File: config.mk
export PLATFORM = sky130hd
export DESIGN_NAME = gcor_ring_ctrl
export DESIGN_NICKNAME = d
export VERILOG_FILES = /design/src/rtl/core/gain_clip_overwrite_audio_ring_unit_assert.svh /design/src/rtl/core/gcor_pkg.sv /design/src/rtl/core/gcor_ring_ctrl.sv
export SDC_FILE = /design/constraint.sdc
export NUM_CORES = 1
export LEC_CHECK = 0
export BUFFER_PORTS_ARGS = -buffer_cell sky130_fd_sc_hd__buf_2
export CAP_MARGIN = 20
export CORE_ASPECT_RATIO = 1.25
export CORE_MARGIN = 3
export CORE_UTILIZATION = 50
export CTS_CLUSTER_DIAMETER = 60
export DETAILED_ROUTE_END_ITERATION = 10
export PLACE_DENSITY = 0.73
export REMOVE_ABC_BUFFERS = 1
export SLEW_MARGIN = 20
export SYNTH_ARGS = -nofsm -noshare
export SYNTH_HDL_FRONTEND = slang
export SYNTH_SLANG_ARGS = --single-unit
File: constraint.sdc
create_clock -name clk -period 5.94 [get_ports clk]
set_clock_uncertainty 0.2 [all_clocks]
set_input_delay 0.297 -clock clk [delete_from_list [all_inputs] [get_ports clk]]
set_output_delay 0.297 -clock clk [all_outputs]
set_load 0.01 [all_outputs]
File: src/rtl/core/gain_clip_overwrite_audio_ring_unit_assert.svh
// ----------------------------------------------------------------------------
// Assertion macros for the audio ring unit
// Clocked on clk, disabled while rst_n is low.
// ----------------------------------------------------------------------------
`ifndef GAIN_CLIP_OVERWRITE_AUDIO_RING_UNIT_ASSERT_SVH
`define GAIN_CLIP_OVERWRITE_AUDIO_RING_UNIT_ASSERT_SVH

// same-cycle implication
`define GCOR_ASSERT_NOW(lbl, ante, cons, msg) \
  lbl: assert property (@(posedge clk) disable iff (!rst_n) (ante) |-> (cons)) \
    else $error(msg);

// next-cycle implication
`define GCOR_ASSERT_NEXT(lbl, ante, cons, msg) \
  lbl: assert property (@(posedge clk) disable iff (!rst_n) (ante) |=> (cons)) \
    else $error(msg);

`endif

File: src/rtl/core/gcor_pkg.sv
// ----------------------------------------------------------------------------
// gcor_pkg
// Shared constants, types and pointer helpers of the audio ring unit.
// ----------------------------------------------------------------------------
package gcor_pkg;

  localparam int RING_DEPTH = 8192;
  localparam int PTR_W      = $clog2(RING_DEPTH);
  localparam int SAMPLE_W   = 16;
  localparam int GAIN_W     = 7;
  localparam int LIMIT_W    = 15;
  localparam int PEAK_W     = 15;
  localparam int FILL_W     = 13;
  localparam int PROD_W     = SAMPLE_W + GAIN_W + 1;
  localparam int CFG_IDX_W  = 2;
  localparam int CFG_DATA_W = 15;

  localparam logic [GAIN_W-1:0]  GAIN_RST  = GAIN_W'(8);
  localparam logic [LIMIT_W-1:0] LIMIT_RST = LIMIT_W'(22000);

  typedef enum logic [CFG_IDX_W-1:0] {
    CFG_GAIN,
    CFG_CLIP_LIMIT,
    CFG_MUTE
  } cfg_idx_t;

  typedef logic [PTR_W-1:0] ptr_t;

  typedef struct packed {
    logic                push;
    logic                rd_en;
    ptr_t                wr_addr;
    ptr_t                rd_addr;
    logic [FILL_W-1:0]   fill;
  } ring_cmd_t;

  function automatic ptr_t ring_next(input ptr_t p);
    ring_next = (p == PTR_W'(RING_DEPTH - 1)) ? '0 : p + 1'b1;
  endfunction

  function automatic ptr_t ring_fill(input ptr_t wp, input ptr_t rp);
    logic [PTR_W:0] sum;
    sum = (wp >= rp) ? ({1'b0, wp} - {1'b0, rp})
                     : ({1'b0, wp} + (PTR_W + 1)'(RING_DEPTH) - {1'b0, rp});
    ring_fill = sum[PTR_W-1:0];
  endfunction

endpackage

File: src/rtl/core/gcor_ring_ctrl.sv
// ----------------------------------------------------------------------------
// gcor_ring_ctrl
// Ring pointers: push advances the write pointer and drops the oldest sample
// when full, pull advances the read pointer unless muted or empty.
// ----------------------------------------------------------------------------
module gcor_ring_ctrl (
  input  logic                clk,
  input  logic                rst_n,
  input  logic                accept,
  input  logic                req_type,
  input  logic                mute,
  output gcor_pkg::ring_cmd_t cmd
);

  gcor_pkg::ptr_t wp_r, wp_nxt;
  gcor_pkg::ptr_t rp_r, rp_nxt;
  gcor_pkg::ptr_t wp_inc;

  always_comb begin
    wp_inc      = gcor_pkg::ring_next(wp_r);
    wp_nxt      = wp_r;
    rp_nxt      = rp_r;
    cmd.push    = 1'b0;
    cmd.rd_en   = 1'b0;
    cmd.wr_addr = wp_r;
    cmd.rd_addr = rp_r;
    if (accept) begin
      if (!req_type) begin
        cmd.push = 1'b1;
        wp_nxt   = wp_inc;
        if (wp_inc == rp_r) begin
          rp_nxt = gcor_pkg::ring_next(rp_r);
        end
      end else if (!mute && (wp_r != rp_r)) begin
        cmd.rd_en = 1'b1;
        rp_nxt    = gcor_pkg::ring_next(rp_r);
      end
    end
    cmd.fill = gcor_pkg::FILL_W'(gcor_pkg::ring_fill(wp_nxt, rp_nxt));
  end

  always_ff @(posedge clk) begin
    if (!rst_n) begin
      wp_r <= '0;
      rp_r <= '0;
    end else begin
      wp_r <= wp_nxt;
      rp_r <= rp_nxt;
    end
  end

endmodule

==> key figures <==
Power and ir drop
  – Static Leak: 1.20 nW
  – Clk network pwr share: 28.4%
  – Switching power total: ~0.0001 W
  – Pint: 0.000257 W
  – Pwr Density: 131 mW/mm^2
  – Peak supply drop: ~0.07 mV
  – Switch share: approximately 28%
  – Sequential share of power: 49.9%
  – Comb pwr share: 21.7%

Logic synthesis
  – Largest area contributor in the netlist: dfxtp_1
  – Mapped Cells: 316
  – Yosys reg bits: 26
  – Main area contributors after synthesis: dfxtp_1, xnor2_1, ha_1
  – Ys flop type: dfxtp_1
  – Synth unique cells: between 50 and 60
  – Cell Area, Synth: about 0.0024 mm^2
  – Post-synth top cells: nand2_1, dfxtp_1, xnor2_1, nor2_1
  – Post-synth EDFFs: 0
  – Seq/Total Area, Yosys: 21.7%
  – Async set-reset flop share out of synthesis: 0%
  – Cell with the most instances after synthesis: nand2_1
  – Post-synth top area share: 21.7%
  – Yosys Warn Count: 0
  – Syn Area/Cell: 7.59 um^2

Route
  – DRC marker count from the first detailed-route iteration: 237
  – Vias after detailed routing: 2359
  – TritonRoute pass-1 iters: 6
  – Final ANT Viol Nets: 0
  – Via density: about 5.7
  – Drc violations: 0
  – Total routed wirelength: 6.39 mm
  – DR WL/cell: roughly 16 um

Setup path
  – Setup crit end kind: primary output
  – Worst endpoint data arrival time: 5120 ps
  – Crit path buf inv count: 3
  – Max stage delay on crit path: 530 ps
  – Worst-path fanout max: 9
  – CP most frequent cell: nand2_1
  – Worst path depth: 22
  – Crit path from: wp_r[7]
  – Cell family with most CP delay: compound AO/OA/AOI/OAI gates
  – RR Startpoint: wp_r[7]
  – WP data required: 5440 ps
  – Worst r2r path cells: 11
  – CP Cell Sequence: nand4_4, o31a_1, or4_1, o31a_1, a222oi_1, buf_4, a21o_2, nand2_1, o21ai_1, ha_1, inv_1, fa_1, nand2_1, nand2_1, a21oi_2, o21ai_0, a31oi_1, nor2b_1, o21ai_0, a21oi_1, xor3_1, buf_2
  – Reg-to-reg endpoint: rp_r[11]
  – Reg-to-reg slack, setup: 2640 ps
  – Setup crit end: cmd[12]
  – Critical path class: register to primary output
  – Startpoint types: register
  – Critical-path cell with the highest stage delay: or4_1

Clock tree
  – TritonCTS buffer count: 3
  – Max Root-Sink Buffers: 2
  – Clock root cell: clkbuf_8
  – CTS tree: done
  – Hold_buf cts: 0
  – H-tree Lvls: 1
  – CTS clk-pin slew, worst paths: 90 ps
  – CTS sink count: 26
  – Latest clock arrival within the worst-skew pair: approximately 270 ps

Global routing
  – First-pass GRT wire length: 10.4 mm
  – Total grt overflow: 0
  – GRT met2 Usage: 37.8%
  – Initial antenna violation count: 0
  – Largest net degree at the start of global routing: 27
  – Met1 GRT Util: around 31%
  – Global Route Usage Sum: 23.3%
  – Met3 usage: 1.76%
  – Global routing's busiest layer: met2
  – Vias in the first global route: 2178

STA
  – Actual slew at the worst max-slew pin: slightly above 500 ps
  – Final hold vios: 0
  – Hold slack: 252 ps
  – Max-slew headroom: 65.0%
  – Crit share post-route: roughly 95%
  – Fmax: 178 MHz
  – Min Tclk post-route: 5610 ps
  – Max Slew Vio Count: 0
  – Setup TNS: 0 ps
  – Final setup viols: 0

Die
  – Die height: 83.4 um
  – I/O Pins: 46
  – FP Rows: 27
  – Initial core utilization: 53.0%
  – DIE AREA: 0.00567 mm^2
  – Area of the core: 0.00453 mm^2
  – Die width: 68.0 um

Finish
  – Layout cell share with drive strength beyond 1: between 20% and 30%
  – Core Util, Final: about three fifths
  – Antenna diodes: 0
  – Area grow syn2layout: 14.0%
  – Final #Nets: 375
  – Fillers: 444

Hold path
  – Hold/Removal Path Class: input pin to register

Status
  – Outcome: completed

Placed design
  – Post-detail-place hpwl: 4.93 mm
  – Placer congestion estimate: 0.941
  – Port bufs: 45

Run
  – MaxCap Viol Count: 0
[per-stage QoR]
step	total power [W]	setup slack [ps]	area (um^2)	instances
2_1_floorplan	0.000230	794	2300	296
3_3_place_gp	0.000257	407	2650	405
3_5_place_dp	0.000256	251	2650	405
4_1_cts	0.000356	25.3	2700	409
5_1_grt	0.000375	-77.6	2730	411
6_report	0.000357	325	2730	411
[worst register-to-register path: stages (launching register included)]
cell and delay [ps]:
dfxtp_2 450, nand4_4 200, o31a_1 350, or4_1 530, o31a_1 120, a222oi_1 350, buf_4 190, a21o_2 130
buf_4 170, nand2_1 80, mux2_4 300, o21a_1 160
[state kept, by name (all words and copies together), names as in the netlist]
name and flops:
wp_r 13, rp_r 13
[placed cells by master, fill, tap and decap left out, types with 3 or more instances in the layout]
cell      netlist  routed
buf_2           3      45
nand2_1        34      34
xnor2_1        25      25
nor2_1         23      23
dfxtp_1        26      20
and2_1         18      18
o21ai_0        18      17
xor2_1         14      14
ha_1           14      14
nor2b_1        12      12
and3_1          9       9
buf_4           2       9
inv_1           8       8
nand4_1         7       7
nand3_1         8       7
nor3_1          7       7
a21oi_1         9       7
or3_1           6       6
nor4_1          6       6
dfxtp_2         0       6
nand2b_1        4       4
or4_1           5       4
nor3b_1         3       3
o211ai_1        3       3
a21boi_0        3       3
clkbuf_8        0       3
[area by class of cell]
type,count,area [um^2],share of cell area (%)
inverter,9,33.8,1.24
tap,58,72.6,2.65
sequential,26,528,19.3
timing repair buffer,54,293,10.7
clock buffer,3,41.3,1.51
multi-input combinational,261,1770,64.6
[worst min path at each step]
stage,start,to,cells past startpoint
CTS,rst_n,rp_r[11],2
finish,rst_n,rp_r[11],2
global route,rst_n,rp_r[11],2
global placement,rp_r[9],rp_r[9],2
floorplan,rst_n,rp_r[11],1
detailed placement,rp_r[7],rp_r[7],2
[power groups by stage]
stage	clock (W)	sequential (W)	combinational, W
finish	0.000102	0.000178	0.0000776
global route	0.000111	0.000179	0.0000856
CTS	0.000103	0.000178	0.0000750
detailed placement	0	0.000182	0.0000743
global placement	0	0.000182	0.0000747
floorplan	0	0.000182	0.0000481
[repair_timing]
item,4_1_cts,5_1_grt
pin swaps,1,2
endpoints found under the setup margin,1,4
gates resized for setup,2,9
buffers inserted,1,2
[cell families after synthesis]
group / count (synthesis) / share of synthesized area [%]
adder cells (fa/ha/maj): 15 / 8.14
XOR/XNOR: 40 / 15.2
flip-flops: 26 / 21.7
buffers and inverters: 29 / 5.37
AND/OR/NAND/NOR: 151 / 34.2
multiplexers: 1 / 0.626
AO/OA/AOI/OAI: 54 / 14.7
[per-layer routing]
metal,routed length [um],share of wire [%]
met1,2850,45
met4,158,2.5
met5,0,0
met3,270,4.2
met2,3120,49
Power figures use the tool's default switching activity.
