<file path="src/rtl/core/gain_clip_overwrite_audio_ring_unit_assert.svh">
// ----------------------------------------------------------------------------
// Assertion macros for the audio ring unit
// Clocked on clk, disabled while rst_n is low.
// ----------------------------------------------------------------------------
`ifndef GAIN_CLIP_OVERWRITE_AUDIO_RING_UNIT_ASSERT_SVH
`define GAIN_CLIP_OVERWRITE_AUDIO_RING_UNIT_ASSERT_SVH

// same-cycle implication
`define GCOR_ASSERT_NOW(lbl, ante, cons, msg) \
  lbl: assert property (@(posedge clk) disable iff (!rst_n) (ante) |-> (cons)) \
    else $error(msg);

// next-cycle implication
`define GCOR_ASSERT_NEXT(lbl, ante, cons, msg) \
  lbl: assert property (@(posedge clk) disable iff (!rst_n) (ante) |=> (cons)) \
    else $error(msg);

`endif

</file>
<file path="src/rtl/core/gcor_pkg.sv">
// ----------------------------------------------------------------------------
// gcor_pkg
// Shared constants, types and pointer helpers of the audio ring unit.
// ----------------------------------------------------------------------------
package gcor_pkg;

  localparam int RING_DEPTH = 8192;
  localparam int PTR_W      = $clog2(RING_DEPTH);
  localparam int SAMPLE_W   = 16;
  localparam int GAIN_W     = 7;
  localparam int LIMIT_W    = 15;
  localparam int PEAK_W     = 15;
  localparam int FILL_W     = 13;
  localparam int PROD_W     = SAMPLE_W + GAIN_W + 1;
  localparam int CFG_IDX_W  = 2;
  localparam int CFG_DATA_W = 15;

  localparam logic [GAIN_W-1:0]  GAIN_RST  = GAIN_W'(8);
  localparam logic [LIMIT_W-1:0] LIMIT_RST = LIMIT_W'(22000);

  typedef enum logic [CFG_IDX_W-1:0] {
    CFG_GAIN,
    CFG_CLIP_LIMIT,
    CFG_MUTE
  } cfg_idx_t;

  typedef logic [PTR_W-1:0] ptr_t;

  typedef struct packed {
    logic                push;
    logic                rd_en;
    ptr_t                wr_addr;
    ptr_t                rd_addr;
    logic [FILL_W-1:0]   fill;
  } ring_cmd_t;

  function automatic ptr_t ring_next(input ptr_t p);
    ring_next = (p == PTR_W'(RING_DEPTH - 1)) ? '0 : p + 1'b1;
  endfunction

  function automatic ptr_t ring_fill(input ptr_t wp, input ptr_t rp);
    logic [PTR_W:0] sum;
    sum = (wp >= rp) ? ({1'b0, wp} - {1'b0, rp})
                     : ({1'b0, wp} + (PTR_W + 1)'(RING_DEPTH) - {1'b0, rp});
    ring_fill = sum[PTR_W-1:0];
  endfunction

endpackage

</file>
<file path="src/rtl/core/gcor_peak_clip.sv">
// ----------------------------------------------------------------------------
// gcor_peak_clip
// Symmetric clip of the gained sample and running block peak tracking.
// ----------------------------------------------------------------------------
module gcor_peak_clip (
  input  logic                                 clk,
  input  logic                                 rst_n,
  input  logic signed [gcor_pkg::PROD_W-1:0]   prod,
  input  logic [gcor_pkg::LIMIT_W-1:0]         clip_limit,
  input  logic                                 step,
  input  logic                                 block_end,
  output logic signed [gcor_pkg::SAMPLE_W-1:0] sample_out,
  output logic [gcor_pkg::PEAK_W-1:0]          peak_out
);

  logic signed [gcor_pkg::PROD_W-1:0] lim_pos;
  logic signed [gcor_pkg::PROD_W-1:0] lim_neg;
  logic signed [gcor_pkg::PROD_W-1:0] clipped;
  logic signed [gcor_pkg::PROD_W-1:0] mag_full;
  logic [gcor_pkg::PEAK_W-1:0]        mag;
  logic [gcor_pkg::PEAK_W-1:0]        peak_r, peak_nxt;
  logic [gcor_pkg::PEAK_W-1:0]        peak_upd;

  always_comb begin
    lim_pos = gcor_pkg::PROD_W'($signed({1'b0, clip_limit}));
    lim_neg = -lim_pos;
    if (prod > lim_pos) begin
      clipped = lim_pos;
    end else if (prod < lim_neg) begin
      clipped = lim_neg;
    end else begin
      clipped = prod;
    end
    mag_full   = (clipped < 0) ? -clipped : clipped;
    mag        = mag_full[gcor_pkg::PEAK_W-1:0];
    sample_out = clipped[gcor_pkg::SAMPLE_W-1:0];
    peak_upd   = (mag > peak_r) ? mag : peak_r;
    peak_out   = peak_upd;
    peak_nxt   = peak_r;
    if (step) begin
      peak_nxt = block_end ? '0 : peak_upd;
    end
  end

  always_ff @(posedge clk) begin
    if (!rst_n) begin
      peak_r <= '0;
    end else begin
      peak_r <= peak_nxt;
    end
  end

endmodule

</file>
<file path="config.mk">
export PLATFORM = sky130hd
export DESIGN_NAME = gcor_peak_clip
export DESIGN_NICKNAME = d
export VERILOG_FILES = /design/src/rtl/core/gain_clip_overwrite_audio_ring_unit_assert.svh /design/src/rtl/core/gcor_pkg.sv /design/src/rtl/core/gcor_peak_clip.sv
export SDC_FILE = /design/constraint.sdc
export NUM_CORES = 1
export LEC_CHECK = 0
export BUFFER_PORTS_ARGS = -buffer_cell sky130_fd_sc_hd__clkbuf_2
export CAP_MARGIN = 25
export CORE_MARGIN = 10
export CORE_UTILIZATION = 60
export DETAILED_ROUTE_END_ITERATION = 16
export HOLD_SLACK_MARGIN = 0.02
export PLACE_DENSITY = 0.86
export SYNTH_ARGS = -nofsm -noshare
export SYNTH_HDL_FRONTEND = slang
export SYNTH_SLANG_ARGS = --single-unit
</file>
<file path="constraint.sdc">
create_clock -name clk -period 13 [get_ports clk]
set_clock_uncertainty 0.05 [all_clocks]
set_input_delay 0.65 -clock clk [delete_from_list [all_inputs] [get_ports clk]]
set_output_delay 0.65 -clock clk [all_outputs]
set_load 0.01 [all_outputs]
</file>
==> flow_metrics.env <==
export IMPL_ir_worst_vdd_mv=0.0641
export IMPL_preCtsSetupSlack_ns=2.97
export IMPL_antenna_found_initial=0
export IMPL_cts_resized=0
export IMPL_crit_top_cell="nor3_1"
export IMPL_worst_slack_ns=3.27
export IMPL_fill_cells=448
export IMPL_power_density_nw_per_um2=69.5
export IMPL_netlist_instances=438
export IMPL_first_iter_violations=183
export IMPL_grt_max_degree=27
export IMPL_synth_edf_count=0
export IMPL_biggestRegsByFlops="peak_r (15)"
export IMPL_rows=26
export IMPL_worstHoldStart="peak_r[11]"
export IMPL_gr_usage_all_layers=0.222
export IMPL_grt_pass1_vias=3541
export IMPL_fin_cells=573
export IMPL_cts_inserted_buffers=3
export IMPL_rsz0062_at_grt="no"
export IMPL_largest_reg_flops=15
export IMPL_avgSynthCellArea_um2=7.47
export IMPL_hold_class="flop to flop"
export IMPL_ys_seq_elements=15
export IMPL_drt_first_pass_iters=5
export IMPL_placed_cells_incl_taps=568
export IMPL_top_layer="met4"
export IMPL_clk_pin_slew_ns=0.07
export IMPL_clock_sinks=15
export IMPL_antennaDiodeCount=0
export IMPL_area_growth_pct=13.5
export IMPL_end_kind="output pin"
export IMPL_drt_antenna_violating_nets=0
export IMPL_met1Wirelength_mm=4.34
export IMPL_root_buffer="clkbuf_8"
export IMPL_yosysWarnings=0
export IMPL_hold_violations=0
export IMPL_power_frac_seq=0.201
export IMPL_synth_common_cells="ha_1, nand2_1, inv_1, nor2_1, o21ai_0"
export IMPL_max_cap_viol_count=0
export IMPL_drt_vias_per_instance=6.31
export IMPL_clock_latency_ns=0.26
export IMPL_die_h_um=93.8
export IMPL_synth_area_leaders="ha_1, dfxtp_1, xnor2_1"
export IMPL_synth_cell_area_um2=3270
export IMPL_tritoncts="yes"
export IMPL_port_buffers=73
export IMPL_worstPathArrival_ns=9.03
export IMPL_critPathRequiredTime_ns=12.30
export IMPL_drv_slew=0
export IMPL_cp_start_kind="input port"
export IMPL_rr_endpoint="peak_r[9]"
export IMPL_fin_tns_setup_ns=0
export IMPL_wl_per_cell_um=17.4
export IMPL_async_flop_share=0
export IMPL_hold_path_cell_count=1
export IMPL_synthDominantCellAreaShare=0.203
export IMPL_yosysSeqAreaShare=0.0918
export IMPL_final_period_utilization=0.748
export IMPL_ios=74
export IMPL_fin_nets=600
export IMPL_rr_startpoint="peak_r[8]"
export IMPL_p_sw_frac=0.457
export IMPL_max_freq_mhz=103
export IMPL_drc=0
export IMPL_post_dp_cell_area_um2=3660
export IMPL_largest_register="peak_r"
export IMPL_drive_above_1_share=0.211
export IMPL_worst_path_max_fanout=19
export IMPL_cts_setup_buffers=0
export IMPL_comb_power_share=0.643
export IMPL_crit_slowest_cell="or4_1"
export IMPL_netSwitchingPower_mw=0.118
export IMPL_syn_num_nets=534
export IMPL_internal_power_mw=0.140
export IMPL_routed_wirelength_mm=9.99
export IMPL_initial_core_util=0.629
export IMPL_dr_wl_met2_mm=4.75
export IMPL_synth_distinct_cells=67
export IMPL_rr_worst_depth=15
export IMPL_layout_min_cycle_time_ns=9.73
export IMPL_ctsLongestPathBuffers=2
export IMPL_cpPeakStageDelay_ns=0.69
export IMPL_ctsHtreeMaxLevel=1
export IMPL_coreArea_um2=5200
export IMPL_grt_overflow=0
export IMPL_gp_congestion=1.01
export IMPL_rrSetupSlack_ns=9.42
export IMPL_synth_area_leader_cell="ha_1"
export IMPL_wl_met3_um=699
export IMPL_cts_hold_fix_buffers=0
export IMPL_max_slew_margin=0.406
export IMPL_clockPowerShare=0.157
export IMPL_grt_pass1_wl_mm=16.5
export IMPL_worstHoldEndpoint="peak_r[11]"
export IMPL_die_width_um=93.8
export IMPL_post_dp_hpwl_mm=8.43
export IMPL_via_count=3616
export IMPL_synth_ff_type="dfxtp_1"
export IMPL_die_area_um2=8810
export IMPL_worst_pin_slew_ns=0.892
export IMPL_crit_type="input port to output pin"
export IMPL_status="finished, final reports clean"
export IMPL_setup_violations_final=0
export IMPL_power_leakage_nw=1.68
export IMPL_design_area_um2=3710
==> how the worst max path moves through the flow <==
stage / start / endpoint / slack [ns] / depth (start not counted)
after global routing: clip_limit[2] / peak_out[10] / 2.54 / 29
after floorplan: clip_limit[2] / peak_out[13] / 4.56 / 28
after detailed placement: clip_limit[2] / peak_out[10] / 2.97 / 27
after global placement: clip_limit[2] / peak_out[7] / 3.28 / 28
after CTS: clip_limit[2] / peak_out[10] / 2.94 / 27
final: clip_limit[2] / peak_out[10] / 3.27 / 29
==> layout make-up <==
type,count,area (µm²),area share
tap,70,87.6,0.0236
timing repair buffer,75,384,0.103
clock inverter,1,5.00,0.00135
sequential,15,300,0.0808
multi-input combinational,372,2760,0.742
inverter,37,139,0.0374
clock buffer,3,41.3,0.0111
==> through the flow <==
stage	power [mW]	hold slack, ns	util
global placement	0.212	0.413	0.703
detailed placement	0.215	0.429	0.703
finish	0.258	0.457	0.714
global route	0.280	0.467	0.714
CTS	0.256	0.444	0.712
floorplan	0.163	0.399	-
==> cell usage in the layout, fill, tap and decap left out, types with 3 or more instances in the layout <==
cell and instances:
a31oi_1 3, a211o_1 3, nor3_1 14, o21ai_1 4
or3_1 3, nor2_1 28, o31ai_1 3, nor2b_1 5
nor4_1 6, a21oi_1 22, o21ai_0 24, nand2_1 53
a22oi_1 3, dfxtp_1 15, and4_1 4, a211oi_1 8
xnor2_1 23, clkbuf_8 3, a21boi_0 4, o221ai_1 6
and2_1 6, nand3_1 13, a21o_1 8, nand4_1 7
o211ai_1 5, clkbuf_2 73, a22o_1 10, inv_1 37
ha_1 53, o21a_1 4, mux2_2 9
==> layer usage <==
layer | GRT usage | up-vias
li1 | - | 1778
met1 | 0.273 | 1679
met2 | 0.380 | 138
met3 | 0.0384 | 21
met4 | 0.0709 | 0
met5 | 0 | -
==> cell families (layout without fill, tap and decap cells) <==
| group | Yosys count | in the layout | share of synthesized area |
|---|---|---|---|
| compound gates | 128 | 128 | 0.290 |
| xor+xnor | 24 | 24 | 0.0642 |
| fa+ha+maj | 53 | 53 | 0.203 |
| buf+inv | 51 | 116 | 0.0654 |
| flops | 15 | 15 | 0.0918 |
| mux | 11 | 11 | 0.0386 |
| simple gates | 156 | 156 | 0.247 |
==> power by group through the flow <==
stage | Sequential [mW] | Combinational (mW) | Clock [mW]
detailed placement | 0.0527 | 0.163 | 0
CTS | 0.0517 | 0.164 | 0.0403
floorplan | 0.0517 | 0.111 | 0
global route | 0.0521 | 0.186 | 0.0423
finish | 0.0518 | 0.166 | 0.0405
global placement | 0.0526 | 0.159 | 0
==> worst max-delay path, delay by kind of cell <==
family	cells	cell delay (ns)
AO/OA/AOI/OAI	5	1.52
adder cells (fa/ha/maj)	2	0.65
multiplexers	1	0.35
XOR/XNOR	1	0.15
buffers and inverters	3	0.51
AND/OR/NAND/NOR	17	5.19
Power figures use the tool's default switching activity.
